==> config.mk <==
export PLATFORM = sky130hd
export DESIGN_NAME = ia64_front
export DESIGN_NICKNAME = d
export VERILOG_FILES = /design/src/rtl/core/ia64_pkg.sv /design/src/rtl/core/ia64_front.sv
export SDC_FILE = /design/constraint.sdc
export NUM_CORES = 1
export LEC_CHECK = 0
export ABC_AREA = 1
export BUFFER_PORTS_ARGS = -buffer_cell sky130_fd_sc_hd__buf_2
export CORE_MARGIN = 8
export CORE_UTILIZATION = 45
export CTS_BUF_LIST = sky130_fd_sc_hd__clkbuf_4 sky130_fd_sc_hd__clkbuf_8
export CTS_CLUSTER_DIAMETER = 150
export CTS_CLUSTER_SIZE = 8
export DETAILED_ROUTE_END_ITERATION = 10
export GPL_TIMING_DRIVEN = 0
export HOLD_SLACK_MARGIN = 0.1
export PLACE_DENSITY_LB_ADDON = 0.05
export SLEW_MARGIN = 30
export SYNTH_ARGS = -nofsm -noshare
export SYNTH_HDL_FRONTEND = slang
export SYNTH_SLANG_ARGS = --single-unit
==> constraint.sdc <==
create_clock -name aclk -period 9.12 [get_ports aclk]
set_clock_uncertainty 0.05 [all_clocks]
set_input_delay 0.456 -clock aclk [delete_from_list [all_inputs] [get_ports aclk]]
set_output_delay 0.456 -clock aclk [all_outputs]
set_load 0.02 [all_outputs]
==> src/rtl/core/ia64_pkg.sv <==
// Shared types, constants and the command decoder for the 64-bit integer ALU.
// Used by every module under rtl/core; depends on nothing else.
package ia64_pkg;

    localparam int OPERAND_W      = 64;
    localparam int CMD_W          = 5;
    localparam int DATA_WIDTH_DEF = 64;
    localparam int QUEUE_DEPTH_DEF = 4;
    localparam int SHAMT_W        = 6;
    localparam int FUNC_W         = 4;

    localparam logic [CMD_W-1:0] CMD_ADD  = 5'd0;
    localparam logic [CMD_W-1:0] CMD_SUB  = 5'd1;
    localparam logic [CMD_W-1:0] CMD_MUL  = 5'd2;
    localparam logic [CMD_W-1:0] CMD_SDIV = 5'd3;
    localparam logic [CMD_W-1:0] CMD_SREM = 5'd4;
    localparam logic [CMD_W-1:0] CMD_UDIV = 5'd5;
    localparam logic [CMD_W-1:0] CMD_UREM = 5'd6;
    localparam logic [CMD_W-1:0] CMD_AND  = 5'd7;
    localparam logic [CMD_W-1:0] CMD_OR   = 5'd8;
    localparam logic [CMD_W-1:0] CMD_XOR  = 5'd9;
    localparam logic [CMD_W-1:0] CMD_SHL  = 5'd10;
    localparam logic [CMD_W-1:0] CMD_LSR  = 5'd11;
    localparam logic [CMD_W-1:0] CMD_ASR  = 5'd12;
    localparam logic [CMD_W-1:0] CMD_SLT  = 5'd13;
    localparam logic [CMD_W-1:0] CMD_SLE  = 5'd14;
    localparam logic [CMD_W-1:0] CMD_ULT  = 5'd15;
    localparam logic [CMD_W-1:0] CMD_ULE  = 5'd16;
    localparam logic [CMD_W-1:0] CMD_EQ   = 5'd17;

    localparam logic [FUNC_W-1:0] FN_ZERO = 4'd0;
    localparam logic [FUNC_W-1:0] FN_ADD  = 4'd1;
    localparam logic [FUNC_W-1:0] FN_SUB  = 4'd2;
    localparam logic [FUNC_W-1:0] FN_MUL  = 4'd3;
    localparam logic [FUNC_W-1:0] FN_AND  = 4'd4;
    localparam logic [FUNC_W-1:0] FN_OR   = 4'd5;
    localparam logic [FUNC_W-1:0] FN_XOR  = 4'd6;
    localparam logic [FUNC_W-1:0] FN_SHL  = 4'd7;
    localparam logic [FUNC_W-1:0] FN_LSR  = 4'd8;
    localparam logic [FUNC_W-1:0] FN_ASR  = 4'd9;
    localparam logic [FUNC_W-1:0] FN_SLT  = 4'd10;
    localparam logic [FUNC_W-1:0] FN_SLE  = 4'd11;
    localparam logic [FUNC_W-1:0] FN_ULT  = 4'd12;
    localparam logic [FUNC_W-1:0] FN_ULE  = 4'd13;
    localparam logic [FUNC_W-1:0] FN_EQ   = 4'd14;

    // Operation class produced by the front end.
    typedef struct packed {
        logic              is_div;
        logic              is_signed;
        logic              want_rem;
        logic [FUNC_W-1:0] func;
    } cls_t;

    // Control that travels alongside an item through the divider.
    typedef struct packed {
        logic is_div;
        logic want_rem;
        logic neg_q;
        logic neg_r;
        logic div_zero;
    } side_t;

    function automatic cls_t decode_cmd(input logic [CMD_W-1:0] cmd);
        cls_t c;
        c = '{is_div: 1'b0, is_signed: 1'b0, want_rem: 1'b0, func: FN_ZERO};
        case (cmd)
            CMD_ADD:  c.func = FN_ADD;
            CMD_SUB:  c.func = FN_SUB;
            CMD_MUL:  c.func = FN_MUL;
            CMD_SDIV: begin c.is_div = 1'b1; c.is_signed = 1'b1; end
            CMD_SREM: begin c.is_div = 1'b1; c.is_signed = 1'b1; c.want_rem = 1'b1; end
            CMD_UDIV: c.is_div = 1'b1;
            CMD_UREM: begin c.is_div = 1'b1; c.want_rem = 1'b1; end
            CMD_AND:  c.func = FN_AND;
            CMD_OR:   c.func = FN_OR;
            CMD_XOR:  c.func = FN_XOR;
            CMD_SHL:  c.func = FN_SHL;
            CMD_LSR:  c.func = FN_LSR;
            CMD_ASR:  c.func = FN_ASR;
            CMD_SLT:  c.func = FN_SLT;
            CMD_SLE:  c.func = FN_SLE;
            CMD_ULT:  c.func = FN_ULT;
            CMD_ULE:  c.func = FN_ULE;
            CMD_EQ:   c.func = FN_EQ;
            default:  c.func = FN_ZERO;
        endcase
        return c;
    endfunction

endpackage

==> src/rtl/core/ia64_front.sv <==
// Front end: accepts input beats, decodes the command and queues the item.
// Depends on ia64_pkg.
module ia64_front #(
    parameter int DATA_WIDTH  = ia64_pkg::DATA_WIDTH_DEF,
    parameter int QUEUE_DEPTH = ia64_pkg::QUEUE_DEPTH_DEF
) (
    input  logic                            aclk,
    input  logic                            aresetn,
    input  logic                            s_valid,
    output logic                            s_ready,
    input  logic [ia64_pkg::CMD_W-1:0]      s_command,
    input  logic [ia64_pkg::OPERAND_W-1:0]  s_left_operand,
    input  logic [ia64_pkg::OPERAND_W-1:0]  s_right_operand,
    output logic                            q_valid,
    input  logic                            q_pop,
    output ia64_pkg::cls_t                  q_cls,
    output logic [DATA_WIDTH-1:0]           q_left,
    output logic [DATA_WIDTH-1:0]           q_right
);
    import ia64_pkg::*;

    localparam int PTR_W = (QUEUE_DEPTH > 1) ? $clog2(QUEUE_DEPTH) : 1;
    localparam int CNT_W = $clog2(QUEUE_DEPTH + 1);

    cls_t                  cls_mem   [QUEUE_DEPTH];
    logic [DATA_WIDTH-1:0] left_mem  [QUEUE_DEPTH];
    logic [DATA_WIDTH-1:0] right_mem [QUEUE_DEPTH];

    logic [PTR_W-1:0] wr_ptr_reg, wr_ptr_next;
    logic [PTR_W-1:0] rd_ptr_reg, rd_ptr_next;
    logic [CNT_W-1:0] count_reg, count_next;
    logic             push, pop;

    assign s_ready = (count_reg != CNT_W'(QUEUE_DEPTH));
    assign q_valid = (count_reg != '0);
    assign push    = s_valid && s_ready;
    assign pop     = q_pop && q_valid;

    assign q_cls   = cls_mem[rd_ptr_reg];
    assign q_left  = left_mem[rd_ptr_reg];
    assign q_right = right_mem[rd_ptr_reg];

    always_comb begin
        wr_ptr_next = wr_ptr_reg;
        rd_ptr_next = rd_ptr_reg;
        count_next  = count_reg;
        if (push) begin
            wr_ptr_next = (wr_ptr_reg == PTR_W'(QUEUE_DEPTH - 1)) ? '0 : wr_ptr_reg + 1'b1;
        end
        if (pop) begin
            rd_ptr_next = (rd_ptr_reg == PTR_W'(QUEUE_DEPTH - 1)) ? '0 : rd_ptr_reg + 1'b1;
        end
        if (push && !pop) begin
            count_next = count_reg + 1'b1;
        end else if (pop && !push) begin
            count_next = count_reg - 1'b1;
        end
    end

    always_ff @(posedge aclk) begin
        if (!aresetn) begin
            wr_ptr_reg <= '0;
            rd_ptr_reg <= '0;
            count_reg  <= '0;
        end else begin
            wr_ptr_reg <= wr_ptr_next;
            rd_ptr_reg <= rd_ptr_next;
            count_reg  <= count_next;
        end
    end

    always_ff @(posedge aclk) begin
        if (push) begin
            cls_mem[wr_ptr_reg]   <= decode_cmd(s_command);
            left_mem[wr_ptr_reg]  <= s_left_operand[DATA_WIDTH-1:0];
            right_mem[wr_ptr_reg] <= s_right_operand[DATA_WIDTH-1:0];
        end
    end

    a_count_bound: assert property (@(posedge aclk) disable iff (!aresetn)
        count_reg <= CNT_W'(QUEUE_DEPTH))
        else $error("queue occupancy above depth");

    a_pop_nonempty: assert property (@(posedge aclk) disable iff (!aresetn)
        q_pop |-> q_valid)
        else $error("queue popped while empty");

endmodule

==> flow_summary_export.csv <==
group,metric,value,unit
min_path,min_delay_path_depth,4,
routing,drtIter0Drc,830,
logic_synthesis,ys_seq_area_share,79.34,%
floorplanning,die-area,53040,um^2
logic_synthesis,syn_area,20660,um^2
critical_path,worstSetupPathType,"reg2out",
critical_path,r2r.worst_path.cells,9,
logic_synthesis,syn_area_per_cell,14.67,um^2
routing,route.detailed.drc,0,
grt,grt_pass1_wl,82000,um
floorplanning,die_width,230.3,um
floorplanning,start_util,45.54,%
sta,worst_pin_slew,0.6488,ns
routing,drt_wl_total,53980,um
sta,period_share,34.19,%
routing,wl_per_cell,21.19,um
placement,place.port_buffers,273,
status,status,"complete, no violations",
grt,grt_max_degree,21,
min_path,min_path_type,"in2reg",
min_path,hold_path_end,"cls_mem[0][2]$_DFFE_PP_",
sta,slew_violations,0,
logic_synthesis,syn-num-nets,1553,
finish,regArea,16400,um^2
placement,gp_congestion,0.7715,
critical_path,path_max_fanout,10,
critical_path,r2r_start,"count_reg[0]$_SDFFE_PN0P_",
floorplanning,ios,274,
placement,dp_hpwl,35470,um
critical_path,worstPathArrival,2.61,ns
critical_path,cp.required,8.61,ns
routing,vias_per_cell,5.210,
cts,clock_path_buffers,3,
sta,finalHoldWorstSlack,0.2765,ns
sta,rsz0062_at_grt,"false",
min_path,hp-start,"s_command[1]",
logic_synthesis,ys_ff_latch,549,
critical_path,reg2reg_slack,6.33,ns
cts,clock-sinks,549,
sta,tns,0,ns
logic_synthesis,synth_cells,1409,
critical_path,crit_path_start_kind,"register",
cts,postCtsSetupRepairBufs,0,
logic_synthesis,ys_types,24,
finish,syn2layout_area_growth,27.22,%
sta,fmax,320.7,MHz
placement,place_area,23720,um^2
finish,reg.largest.list,"left_mem x256, right_mem x256, cls_mem x28",
floorplanning,rows,78,
cts,htree_levels,3,
grt,overflow,0,
flow_run,drv_cap,0,
critical_path,end_kind,"primary output",
power,vdd_drop_max,0.0001483,V
cts,numCtsBuffers,78,
cts,cts_resized,0,
cts,root_buffer,"clkbuf_8",
grt,first_global_vias,13770,
power,powerDensity,278.5,nW/um^2
critical_path,rr_endpoint,"right_mem[1][12]$_DFFE_PP_",
routing,drtPass1Iterations,5,
power,power,7321,uW
logic_synthesis,yosys_warnings,0,
sta,setup_violations,0,
finish,drive_gt1_share,23.44,%
floorplanning,die_y,230.3,um
finish,design_area,26290,um^2
routing,antenna_left,0,
floorplanning,coreArea,45380,um^2
finish,num-fill-cells,3658,
sta,hold_violations,0,
finish,multi_input_area,3630,um^2
cts,clock_latency,0.62,ns
finish,nets,2074,
power,leakage,0.009366,uW
sta,maxSlewHeadroom,56.64,%
routing,vias,13280,
cts,tritoncts,"yes",
grt,antenna_found_initial,5,
sta,fin_crit,3.118,ns
cts,path_clk_slew,0.06,ns
grt,grtUsageTotal,20.12,%
==> metal layers <==
| metal | part of all wire, % | up-vias | track usage [%] |
|---|---|---|---|
| met5 | 0.078 | - | 0 |
| met4 | 2.7 | 6 | 7.602 |
| met3 | 6.5 | 88 | 5.270 |
| met2 | 48 | 371 | 32.49 |
| met1 | 43 | 6479 | 25.92 |
| li1 | - | 6332 | - |
==> through the flow <==
step / worst slack, ns / std cells / util (%)
after floorplan: 1.927 / 1409 / -
after global placement: -3.151 / 2282 / 50.20
after detailed placement: 6.294 / 2316 / 52.27
after CTS: 5.920 / 2545 / 57.91
after global routing: 5.872 / 2547 / 57.92
final: 6.002 / 2548 / 57.93
==> logic make-up after synthesis <==
group / count (synthesis) / share of synthesized area [%]
DFF: 549 / 79.34
AOI/OAI and AO/OA: 418 / 10.94
and+or+nand+nor: 324 / 6.018
buffers and inverters: 111 / 3.239
adders and majority gates: 7 / 0.4602
==> cell usage in the layout, fill, tap and decap left out, drive strengths merged, types with 7 or more instances in the layout <==
cell,synthesis,final
edfxtp,540,540
buf,44,351
nor2,288,288
o21ai,276,276
clkbuf,44,138
o22ai,135,135
dlygate4sd3,0,134
inv,23,23
nand2,21,21
nand3,9,9
dfxtp,9,9
a21oi,7,7
==> synthesized netlist by cell type <==
cell type	instances	share of area [%]
edfxtp_1	540	78
nor2_1	288	5.2
o21ai_0	204	4.9
o22ai_1	135	4.1
o21ai_1	72	1.7
clkbuf_1	41	0.74
buf_6	23	1.3
inv_1	21	0.38
nand2_1	21	0.38
buf_2	17	0.41
dfxtp_1	9	0.87
nand3_1	9	0.22
a21oi_1	7	0.17
ha_1	6	0.36
nand4_1	4	0.12
clkbuf_2	3	0.073
buf_12	2	0.19
buf_4	1	0.036
buf_8	1	0.073
fa_1	1	0.097
inv_2	1	0.018
inv_8	1	0.054
nand3b_1	1	0.036
or2_2	1	0.030
==> critical path, stage by stage, from the launching register on <==
cell and delay, ns:
dfxtp_1 0.31, buf_4 0.20, inv_2 0.26, buf_2 0.35, buf_2 0.30, o21ai_1 0.10, o22ai_1 0.23, buf_2 0.23
==> where the power goes <==
part	total, uW	leakage, uW	switching, uW	internal (uW)
logic	2520	0.00369	1700	816
registers	3120	0.00503	55.2	3070
clock network	1680	0.000646	834	845
==> layout make-up <==
cell class              count  share of cell area, %
diodes                      3                0.02856
plain buffers              88                  2.189
clock buffers              94                  4.612
clock inverters             1                0.01904
inverters                  23                 0.3570
multi-input cells         749                  13.81
flip-flops and latches    549                  62.37
well taps                 600                  2.856
repair buffers            441                  13.76
==> worst max-delay path by stage <==
stage,start,end,slack (ns),cells after the start
6_report,register,q_right[41],6.00,7
5_1_grt,register,q_left[36],5.87,6
4_1_cts,register,q_right[50],5.92,7
3_5_place_dp,count_reg[0]$_SDFFE_PN0P_,right_mem[1][12]$_DFFE_PP_,6.29,9
3_3_place_gp,count_reg[0]$_SDFFE_PN0P_,right_mem[3][15]$_DFFE_PP_,-3.15,4
2_1_floorplan,count_reg[0]$_SDFFE_PN0P_,cls_mem[0][0]$_DFFE_PP_,1.93,4
==> repair_timing <==
item	CTS	global route
endpoints found under the setup margin	0	0
hold endpoints to repair	525	0
hold buffers	134	0
Note: power is estimated with default switching activity, not from simulation.
